===== src/rtl/core/arscm_pkg.sv =====
// ----------------------------------------------------------------------------
// arscm_pkg
// Shared types and constants for the alternating row sorter with column
// maxima.
// ----------------------------------------------------------------------------
package arscm_pkg;

  localparam int unsigned RowLen            = 4;
  localparam int unsigned FieldWidth        = 16;
  localparam int unsigned DefaultValueWidth = 16;
  // Output queue depth; a last row needs two free slots.
  localparam int unsigned OutDepth          = 4;

  typedef enum logic {
    KIND_ROW = 1'b0,
    KIND_MAX = 1'b1
  } kind_e;

  typedef struct packed {
    kind_e                                kind;
    logic [RowLen-1:0][FieldWidth-1:0]    vals;
    logic                                 run_end;
  } result_t;

  typedef struct packed {
    logic row_en;
    logic max_en;
  } push_t;

endpackage


===== src/rtl/core/arscm_sort.sv =====
// ----------------------------------------------------------------------------
// arscm_sort
// Five-comparator sorting network over one row of four values, with the
// order reversed for descending rows.
// ----------------------------------------------------------------------------
module arscm_sort #(
  parameter int unsigned VALUE_WIDTH = arscm_pkg::DefaultValueWidth
) (
  input  logic signed [VALUE_WIDTH-1:0] row_i    [arscm_pkg::RowLen],
  input  logic                          desc_i,
  output logic signed [VALUE_WIDTH-1:0] sorted_o [arscm_pkg::RowLen]
);

  logic signed [VALUE_WIDTH-1:0] l1 [arscm_pkg::RowLen];
  logic signed [VALUE_WIDTH-1:0] l2 [arscm_pkg::RowLen];
  logic signed [VALUE_WIDTH-1:0] l3 [arscm_pkg::RowLen];

  always_comb begin
    // First layer: pairs (0,1) and (2,3).
    l1[0] = (row_i[0] > row_i[1]) ? row_i[1] : row_i[0];
    l1[1] = (row_i[0] > row_i[1]) ? row_i[0] : row_i[1];
    l1[2] = (row_i[2] > row_i[3]) ? row_i[3] : row_i[2];
    l1[3] = (row_i[2] > row_i[3]) ? row_i[2] : row_i[3];
    // Second layer: minima and maxima of the pairs.
    l2[0] = (l1[0] > l1[2]) ? l1[2] : l1[0];
    l2[2] = (l1[0] > l1[2]) ? l1[0] : l1[2];
    l2[1] = (l1[1] > l1[3]) ? l1[3] : l1[1];
    l2[3] = (l1[1] > l1[3]) ? l1[1] : l1[3];
    // Third layer: the two middle values.
    l3[0] = l2[0];
    l3[3] = l2[3];
    l3[1] = (l2[1] > l2[2]) ? l2[2] : l2[1];
    l3[2] = (l2[1] > l2[2]) ? l2[1] : l2[2];
    for (int j = 0; j < arscm_pkg::RowLen; j++) begin
      sorted_o[j] = desc_i ? l3[arscm_pkg::RowLen-1-j] : l3[j];
    end
  end

endmodule


===== src/rtl/core/arscm_colmax.sv =====
// ----------------------------------------------------------------------------
// arscm_colmax
// Running maximum of each column over the sorted rows of one run.
// ----------------------------------------------------------------------------
module arscm_colmax #(
  parameter int unsigned VALUE_WIDTH = arscm_pkg::DefaultValueWidth
) (
  input  logic                          clk_i,
  input  logic                          rst_ni,
  input  logic                          upd_i,
  input  logic                          last_i,
  input  logic signed [VALUE_WIDTH-1:0] row_i  [arscm_pkg::RowLen],
  output logic signed [VALUE_WIDTH-1:0] max_o  [arscm_pkg::RowLen]
);

  logic signed [VALUE_WIDTH-1:0] max_q [arscm_pkg::RowLen];
  logic signed [VALUE_WIDTH-1:0] max_d [arscm_pkg::RowLen];
  logic                          first_q, first_d;

  always_comb begin
    // The first row of a run loads the maxima outright.
    for (int j = 0; j < arscm_pkg::RowLen; j++) begin
      max_o[j] = (first_q || (row_i[j] > max_q[j])) ? row_i[j] : max_q[j];
      max_d[j] = max_q[j];
      if (upd_i) begin
        max_d[j] = last_i ? '0 : max_o[j];
      end
    end
    first_d = first_q;
    if (upd_i) begin
      first_d = last_i;
    end
  end

  always_ff @(posedge clk_i or negedge rst_ni) begin
    if (!rst_ni) begin
      first_q <= 1'b1;
      for (int j = 0; j < arscm_pkg::RowLen; j++) begin
        max_q[j] <= '0;
      end
    end else begin
      first_q <= first_d;
      max_q   <= max_d;
    end
  end

endmodule


===== src/rtl/core/arscm_outq.sv =====
// ----------------------------------------------------------------------------
// arscm_outq
// Small result queue that takes one or two results a cycle and hands one
// out at a time.
// ----------------------------------------------------------------------------
module arscm_outq (
  input  logic                clk_i,
  input  logic                rst_ni,
  input  arscm_pkg::push_t    push_i,
  input  arscm_pkg::result_t  row_res_i,
  input  arscm_pkg::result_t  max_res_i,
  output logic                room2_o,
  output logic                out_valid_o,
  input  logic                out_stall_i,
  output arscm_pkg::result_t  head_o
);

  localparam int unsigned PtrW = $clog2(arscm_pkg::OutDepth);
  localparam int unsigned CntW = $clog2(arscm_pkg::OutDepth + 1);

  arscm_pkg::result_t ent_q [arscm_pkg::OutDepth];
  logic [PtrW-1:0]    wr_q, wr_d, rd_q, rd_d;
  logic [CntW-1:0]    cnt_q, cnt_d;
  logic               pop;
  logic [PtrW-1:0]    wr_nxt;

  assign out_valid_o = (cnt_q != '0);
  assign head_o      = ent_q[rd_q];
  assign pop         = out_valid_o && !out_stall_i;
  // Two free slots are required so that a last row never overflows.
  assign room2_o     = (cnt_q <= CntW'(arscm_pkg::OutDepth - 2));
  assign wr_nxt      = wr_q + PtrW'(1);

  always_comb begin
    wr_d  = wr_q;
    rd_d  = rd_q;
    cnt_d = cnt_q;
    if (push_i.row_en && push_i.max_en) begin
      wr_d = wr_q + PtrW'(2);
    end else if (push_i.row_en) begin
      wr_d = wr_nxt;
    end
    if (pop) begin
      rd_d = rd_q + PtrW'(1);
    end
    cnt_d = cnt_q + CntW'(push_i.row_en) + CntW'(push_i.max_en) - CntW'(pop);
  end

  always_ff @(posedge clk_i or negedge rst_ni) begin
    if (!rst_ni) begin
      wr_q  <= '0;
      rd_q  <= '0;
      cnt_q <= '0;
    end else begin
      wr_q  <= wr_d;
      rd_q  <= rd_d;
      cnt_q <= cnt_d;
    end
  end

  always_ff @(posedge clk_i) begin
    if (push_i.row_en) begin
      ent_q[wr_q] <= row_res_i;
    end
    if (push_i.max_en) begin
      ent_q[wr_nxt] <= max_res_i;
    end
  end

endmodule


===== src/rtl/core/alternating_row_sort_column_max.sv =====
// ----------------------------------------------------------------------------
// alternating_row_sort_column_max
// Sorts rows of four signed values, ascending and descending in turn, and
// reports the column maxima after the last row of each matrix.
// ----------------------------------------------------------------------------
// A row is taken every cycle while the result queue has two free slots. A
// row is held in the input register, where the sorting network and the
// column maxima are worked out, and is then written to a four-entry
// result queue, from whose head its result can be taken. A row marked last
// adds a second result carrying the column maxima, so while the output is
// not stalled the sustained rate is one row a cycle, falling to the output
// rate of one result a cycle when last rows are frequent.
module alternating_row_sort_column_max #(
  parameter int unsigned VALUE_WIDTH = arscm_pkg::DefaultValueWidth
) (
  input  logic               clk_i,
  input  logic               rst_ni,
  input  logic               in_valid_i,
  output logic               in_stall_o,
  input  logic signed [15:0] elem_0_i,
  input  logic signed [15:0] elem_1_i,
  input  logic signed [15:0] elem_2_i,
  input  logic signed [15:0] elem_3_i,
  input  logic               last_row_i,
  output logic               out_valid_o,
  input  logic               out_stall_i,
  output logic               kind_o,
  output logic signed [15:0] val_0_o,
  output logic signed [15:0] val_1_o,
  output logic signed [15:0] val_2_o,
  output logic signed [15:0] val_3_o,
  output logic               run_end_o
);

  localparam int unsigned N = arscm_pkg::RowLen;
  localparam int unsigned F = arscm_pkg::FieldWidth;

  logic                          accept, advance, room2;
  logic                          s1_valid_q, s1_valid_d;
  logic                          s1_last_q;
  logic signed [VALUE_WIDTH-1:0] s1_row_q [N];
  logic                          odd_q, odd_d;
  logic signed [VALUE_WIDTH-1:0] sorted   [N];
  logic signed [VALUE_WIDTH-1:0] col_max  [N];
  arscm_pkg::push_t              push;
  arscm_pkg::result_t            row_res, max_res, head;

  assign accept     = in_valid_i && !in_stall_o;
  assign advance    = s1_valid_q && room2;
  assign in_stall_o = s1_valid_q && !advance;
  assign s1_valid_d = accept || (s1_valid_q && !advance);

  always_comb begin
    odd_d = odd_q;
    if (advance) begin
      odd_d = s1_last_q ? 1'b0 : !odd_q;
    end
  end

  always_ff @(posedge clk_i or negedge rst_ni) begin
    if (!rst_ni) begin
      s1_valid_q <= 1'b0;
      odd_q      <= 1'b0;
    end else begin
      s1_valid_q <= s1_valid_d;
      odd_q      <= odd_d;
    end
  end

  // Fields are sign-extended, or cut, to the internal width.
  always_ff @(posedge clk_i) begin
    if (accept) begin
      s1_row_q[0] <= VALUE_WIDTH'(elem_0_i);
      s1_row_q[1] <= VALUE_WIDTH'(elem_1_i);
      s1_row_q[2] <= VALUE_WIDTH'(elem_2_i);
      s1_row_q[3] <= VALUE_WIDTH'(elem_3_i);
      s1_last_q   <= last_row_i;
    end
  end

  arscm_sort #(
    .VALUE_WIDTH(VALUE_WIDTH)
  ) u_sort (
    .row_i    (s1_row_q),
    .desc_i   (odd_q),
    .sorted_o (sorted)
  );

  arscm_colmax #(
    .VALUE_WIDTH(VALUE_WIDTH)
  ) u_colmax (
    .clk_i  (clk_i),
    .rst_ni (rst_ni),
    .upd_i  (advance),
    .last_i (s1_last_q),
    .row_i  (sorted),
    .max_o  (col_max)
  );

  always_comb begin
    row_res.kind    = arscm_pkg::KIND_ROW;
    row_res.run_end = !s1_last_q;
    max_res.kind    = arscm_pkg::KIND_MAX;
    max_res.run_end = 1'b1;
    for (int j = 0; j < N; j++) begin
      row_res.vals[j] = F'(sorted[j]);
      max_res.vals[j] = F'(col_max[j]);
    end
    push.row_en = advance;
    push.max_en = advance && s1_last_q;
  end

  arscm_outq u_outq (
    .clk_i       (clk_i),
    .rst_ni      (rst_ni),
    .push_i      (push),
    .row_res_i   (row_res),
    .max_res_i   (max_res),
    .room2_o     (room2),
    .out_valid_o (out_valid_o),
    .out_stall_i (out_stall_i),
    .head_o      (head)
  );

  assign kind_o    = head.kind;
  assign val_0_o   = head.vals[0];
  assign val_1_o   = head.vals[1];
  assign val_2_o   = head.vals[2];
  assign val_3_o   = head.vals[3];
  assign run_end_o = head.run_end;

endmodule


===== config.mk =====
export PLATFORM = sky130hd
export DESIGN_NAME = alternating_row_sort_column_max
export DESIGN_NICKNAME = d
export VERILOG_FILES = /design/src/rtl/core/arscm_pkg.sv /design/src/rtl/core/arscm_sort.sv /design/src/rtl/core/arscm_colmax.sv /design/src/rtl/core/arscm_outq.sv /design/src/rtl/core/alternating_row_sort_column_max.sv
export SDC_FILE = /design/constraint.sdc
export NUM_CORES = 1
export LEC_CHECK = 0
export BUFFER_PORTS_ARGS = -buffer_cell sky130_fd_sc_hd__buf_2
export CELL_PAD_IN_SITES_DETAIL_PLACEMENT = 0
export CELL_PAD_IN_SITES_GLOBAL_PLACEMENT = 2
export CORE_UTILIZATION = 42
export DETAILED_ROUTE_END_ITERATION = 8
export GPL_TIMING_DRIVEN = 0
export PLACE_DENSITY = 0.92
export SLEW_MARGIN = 20
export SYNTH_ARGS = -nofsm -noshare
export SYNTH_HDL_FRONTEND = slang
export SYNTH_SLANG_ARGS = --single-unit

===== constraint.sdc =====
create_clock -name clk_i -period 14.5 [get_ports clk_i]
set_input_delay 0 -clock clk_i [delete_from_list [all_inputs] [get_ports clk_i]]
set_output_delay 0 -clock clk_i [all_outputs]
set_load 0.01 [all_outputs]

==> results of run 1 <==
## layout by cell type, fill, tap and decap left out, drive strengths merged, types with 28 or more instances in the layout
| cell | netlist | layout |
|---|---|---|
| buf | 39 | 187 |
| inv | 182 | 184 |
| o21ai | 159 | 159 |
| clkbuf | 82 | 135 |
| mux2i | 88 | 88 |
| edfxtp | 321 | 321 |
| a22o | 176 | 176 |
| dfrtp | 73 | 73 |
| mux2 | 28 | 28 |
| nor2 | 134 | 134 |
| ha | 147 | 147 |
| nand2 | 172 | 172 |
| dlygate4sd3 | 0 | 69 |
| a221o | 49 | 49 |
| nand3 | 35 | 35 |
| mux4 | 66 | 66 |
| a21o | 42 | 42 |
| a21oi | 91 | 91 |
| nand4 | 35 | 35 |
## kinds of logic (layout without fill, tap and decap cells)
logic type,count (synthesis),in the layout,synth area share (%)
compound gates,699,699,21.16
xor+xnor,7,7,0.2432
fa+ha+maj,149,149,7.454
mux,182,182,11.45
buf+inv,304,600,4.744
simple gates,469,469,8.730
flops,403,403,46.22
## area by class of cell
class / count / area, um2
tap: 773 / 967.2
multi-input combinational: 1506 / 12470
sequential: 403 / 11650
clock buffer: 52 / 1180
clock inverter: 26 / 284.0
inverter: 183 / 686.9
buffer: 121 / 524.3
fill: 5260 / 29760
timing repair buffer: 218 / 1607
## registers in the layout (all words and copies together) (netlist names)
register,flops
s1_last_q,1
u_colmax.max_q,64
u_outq.wr_q,2
u_outq.cnt_q,3
odd_q,1
u_colmax.first_q,1
s1_row_q,64
u_outq.rd_q,2
s1_valid_q,1
u_outq.ent_q,264
## layer usage
| layer | vias up | track usage [%] | share of wire, % | routed length (um) |
|---|---|---|---|---|
| met4 | 0 | 8.896 | 3.2 | 2628 |
| met1 | 10145 | 35.89 | 42 | 34550 |
| met2 | 895 | 44.29 | 48 | 38920 |
| met5 | - | 0 | 0 | 0 |
| li1 | 9149 | - | - | - |
| met3 | 157 | 3.386 | 6.5 | 5333 |
## path summary, 6_finish.rpt
path / end / from / slack (ns)
worst max register to register: u_outq.ent_q[1][18] / s1_row_q[31] / 0.82
worst min register to register: u_outq.ent_q[2][65] / u_outq.ent_q[2][65] / 0.45
max in group asynchronous: u_colmax.first_q / rst_ni / 13.69
min in group asynchronous: u_colmax.max_q[59] / rst_ni / 0.52
worst min-delay path: s1_row_q[12] / elem_3_i[12] / 0.13
worst max-delay path: u_outq.ent_q[1][18] / s1_row_q[31] / 0.82
## metrics by stage
| stage | util, % | cells | setup TNS [ns] |
|---|---|---|---|
| floorplan | - | 2213 | 0 |
| finish | 49.67 | 3282 | 0 |
| global route | 49.67 | 3282 | -0.1013 |
| global placement | 45.42 | 3122 | 0 |
| CTS | 49.58 | 3282 | 0 |
| detailed placement | 45.89 | 3134 | -1.324 |
## repair_timing
| action | 4_1_cts | 5_1_grt |
|---|---|---|
| gates cloned | 0 | 0 |
| hold buffers | 70 | 0 |
| setup endpoints to repair | 22 | 89 |
| gates resized for setup | 2 | 26 |
| endpoints found under the hold margin | 153 | 0 |
==> out/metrics.csv, run 1 <==
metric;value;unit
status;finished, violations left;
failing checks;DRC;
Synth Flop Type;edfxtp_1;
maxcap violations;0;
vias in the first global route;20218;
vias per cell;6.199;
# rows;89;
final hold slack;0.1289;ns
top area cells in the synthesized netlist;edfxtp_1 (38%), ha_1 (7.3%), dfrtp_1 (7.2%);
r2r worst-path depth;48;
CTS HTree Levels;2;
routability congestion estimate from global placement;0.9501;
endpoints failing setup;0;
Crit Path Class;register to register;
synthesized flop and latch total;403;
layout net count;2694;
FMAX;73.11;MHz
leading area contributor after synthesis;edfxtp_1;
CP Buf/Inv Count;7;
worst slew pin tran;1.225;ns
first-pass GRT wire length;123000;um
sequential fraction of the synthesis area;46.22;%
clk buf depth;3;
Die X;247.0;um
CP top delay family;compound AO/OA/AOI/OAI gates;
largest stage delay on the critical path;0.64;ns
DPL Wire Length;60680;um
count leader, synth;edfxtp_1;
share of post-route cells with drive strength above 1;17.18;%
critical path's slowest cell;nor2_1;
Synth cell types;90;
IO buf count;136;
most frequent CP cell;o21a_1;
Post-CTS Setup Inserts;0;
num ports;137;
Startpoint Class;register;
Worst path depth;48;
async set-reset flop share out of synthesis;18.36;%
final instance area;0.02937;mm2
WP data required;14.89;ns
drt wl/cell;24.81;um
Slew Viols, Final;0;
EDFF count, synth;321;
Synth Instances;2213;
syn nets;2431;
GRT overflow;0;
Initial DRT Pass Iterations;8;
Die Y;247.0;um
cts bufs inserted;43;
clock insertion delay at the later pin of the skew report;0.58;ns
Yosys top cell area share;38.23;%
DP Worst Slack;-0.09788;ns
Synth top cells by count;edfxtp_1 (321), inv_1 (180), a22o_1 (176), nand2_1 (172), o21ai_0 (148);
min-delay worst type;input pin to register;
DR iter-0 viols;2091;
Initial Utilization;42.64;%
Layout Area Growth over Synthesis;16.49;%
synthesized area per cell;11.39;um2
Core Area;0.05913;mm2
DRT Wirelength;81420;um
Min-Delay Path Depth;2;
Max FO, Critical Path;10;
Critical Path End Type;register;
antenna-violating nets left;0;
worst setup margin;0.8222;ns
min Tclk post-route;13.68;ns
CP Data Arrival Time;14.07;ns
Worst Skew;0.02142;ns
gr usage total;26.66;%
initial antenna violation count;0;
crit share post-route;94.33;%
clock sinks;403;
DRC;12;
clock-pin slew on the worst setup and hold paths;0.07;ns
synthesized cell area;0.02521;mm2
diodes inserted;0;
CTS tree;done;
post-place instance area;0.02713;mm2
worst rel slew slack;17.47;%
largest net degree at the start of global routing;45;
Yosys Warn Count;0;
Final Hold Fails;0;
Root Buffer;clkbuf_16;
Die Area;0.06101;mm2
Vias;20346;
Power of run 1 is not shown: default switching activity piles up to over one toggle a cycle in this logic, so the estimate is an artifact.
==> run 2: changes to the inputs <==
--- a/config.mk
+++ b/config.mk
@@ -8,6 +8,7 @@
 export BUFFER_PORTS_ARGS = -buffer_cell sky130_fd_sc_hd__buf_2
 export CELL_PAD_IN_SITES_DETAIL_PLACEMENT = 0
 export CELL_PAD_IN_SITES_GLOBAL_PLACEMENT = 2
+export CORE_MARGIN = 5
 export CORE_UTILIZATION = 42
 export DETAILED_ROUTE_END_ITERATION = 8
 export GPL_TIMING_DRIVEN = 0
==> run 2 against run 1 <==
Net effect:
- the flow now finishes without violations
- critical path type unchanged
- die area rose by 6.6%
- first-iteration DRC count is 0.33% lower
- worst hold slack improved by 0.0049 ns
- register-to-register slack improved by 0.11 ns
==> out/metrics.csv, run 2 (synthesized netlist as in run 1, its figures left out) <==
metric;value;unit;change
clock insertion delay at the later pin of the skew report;0.58;ns;about the same
diodes inserted;0;;unchanged
most frequent cells in the layout;edfxtp_1 (321), inv_1 (180), a22o_1 (176), nand2_1 (168), buf_2 (152);;
most frequent CP cell;o21a_1;;
endpoints failing setup;0;;unchanged
CP top delay family;compound AO/OA/AOI/OAI gates;;
unrepaired setup endpoints after global routing;false;;
max FFs per register;264;;unchanged
vias per cell;6.122;;-1.2%
WP data required;14.89;ns;about the same
IO buf count;136;;unchanged
DRC;0;;-12
DR iter-0 viols;2084;;-0.33%
Core Area;0.05924;mm2;+0.19%
worst rel slew slack;21.84;%;+4.4 points
worst slew pin tran;1.160;ns;-0.06499 ns
routability congestion estimate from global placement;0.9469;;-0.34%
critical path's slowest cell;nor2_1;;
DRT Wirelength;81010;um;-0.51%
CP Buf/Inv Count;6;;-1
setup_tns;0;ns;unchanged
Final Hold Fails;0;;unchanged
Crit Path Class;register to register;;
gr usage total;24.45;%;-2.2 points
Root Buffer;clkbuf_16;;
crit share post-route;93.58;%;-0.75 points
Max FO, Critical Path;19;;+9
GRT overflow;0;;unchanged
min-delay worst type;input pin to register;;
final instance area;0.02918;mm2;-0.64%
min Tclk post-route;13.57;ns;-0.1082 ns
worst reg2reg startpoint;s1_row_q[61];;
num ports;137;;unchanged
vias in the first global route;19790;;-2.1%
Die X;255.0;um;+3.2%
# rows;89;;unchanged
FMAX;73.69;MHz;+0.80%
DPL Wire Length;60910;um;+0.39%
status;completed;;
most common cell after layout, fill and taps aside;edfxtp_1;;
antenna-violating nets left;0;;unchanged
CTS tree;done;;
Min-Delay Path Depth;2;;unchanged
Vias;20086;;-1.3%
CP Data Arrival Time;13.96;ns;-0.11 ns
Slew Viols, Final;0;;unchanged
Most flops, register;u_outq.ent_q;;
final hold slack;0.1339;ns;+0.004944 ns
share of post-route cells with drive strength above 1;16.79;%;-0.39 points
largest net degree at the start of global routing;45;;unchanged
worst reg2reg endpoint;u_outq.ent_q[1][18];;
clock-pin slew on the worst setup and hold paths;0.06;ns;about the same
Critical Path End Type;register;;
top flop regs;u_outq.ent_q (264), s1_row_q (64), u_colmax.max_q (64);;
Startpoint Class;register;;
CTS HTree Levels;2;;unchanged
flop2flop setup slack;0.93;ns;+0.11 ns
Worst Skew;0.02918;ns;+0.007759 ns
maxcap violations;0;;unchanged
Initial DRT Pass Iterations;6;;-2
first-pass GRT wire length;122200;um;-0.61%
Final Non-Filler Cells;3281;;-0.030%
drt wl/cell;24.69;um;-0.48%
Die Y;255.0;um;+3.2%
Placed Cells incl. Taps;3133;;-0.032%
clock sinks;403;;unchanged
Initial Utilization;42.56;%;-0.080 points
Filler cells;5314;;+1.0%
start point of the worst min-delay path;elem_3_i[8];;
Layout Area Growth over Synthesis;15.75;%;
largest stage delay on the critical path;0.67;ns;+0.03 ns
cts bufs inserted;43;;unchanged
layout net count;2694;;unchanged
post-place instance area;0.02712;mm2;about the same
Die Area;0.06503;mm2;+6.6%
hold path endpoint;s1_row_q[8];;
r2r worst-path depth;48;;unchanged
initial antenna violation count;0;;unchanged
clk buf depth;3;;unchanged
## run 2: repair_timing
| item | in CTS | in global routing |
|---|---|---|
| setup buffers | 0 | 2 |
| hold buffers | 70 | 0 |
| setup endpoints to repair | 9 | 80 |
| endpoints found under the hold margin | 146 | 0 |
| gates resized for setup | 2 | 18 |
| pin swaps | 0 | 0 |
## run 2: area by class of cell
class                      instances  area (um2)  share of cell area [%]
sequential                       403       11650                   39.93
inverter                         183       686.9                   2.354
multi-input combinational       1506       12470                   42.73
buffer                           120       514.2                   1.762
tap                              773       967.2                   3.314
clock inverter                    22       140.1                  0.4802
clock buffer                      55        1141                   3.910
timing repair buffer             219        1609                   5.514
## run 2: metrics by stage
step / utilization [%] / worst slack (ns)
2_1_floorplan: - / 2.950
3_3_place_gp: 45.34 / 0.05477
3_5_place_dp: 45.78 / 0.005488
4_1_cts: 49.16 / 0.1529
5_1_grt: 49.26 / 0.1587
6_report: 49.26 / 0.9305
## run 2: worst max path at each step
stage | slack, ns | cells past startpoint | from | endpoint
finish | 0.93 | 48 | s1_row_q[61] | u_outq.ent_q[1][18]
global route | 0.16 | 47 | s1_row_q[31] | u_outq.ent_q[1][18]
CTS | 0.15 | 45 | s1_row_q[31] | u_outq.ent_q[3][28]
detailed placement | 0.005 | 45 | s1_row_q[31] | u_outq.ent_q[3][28]
global placement | 0.05 | 45 | s1_row_q[31] | u_outq.ent_q[3][28]
floorplan | 2.95 | 48 | s1_row_q[31] | u_outq.ent_q[2][28]
## run 2: metal layers
metal / wire [um] / track usage, % / up-vias / share of wire [%]
li1: - / - / 9135 / -
met1: 33830 / 33.17 / 9911 / 42
met2: 38860 / 41.16 / 913 / 48
met3: 6065 / 4.004 / 127 / 7.5
met4: 2246 / 6.516 / 0 / 2.8
met5: 0 / 0 / - / 0
Power of run 2 is left out for the same reason.
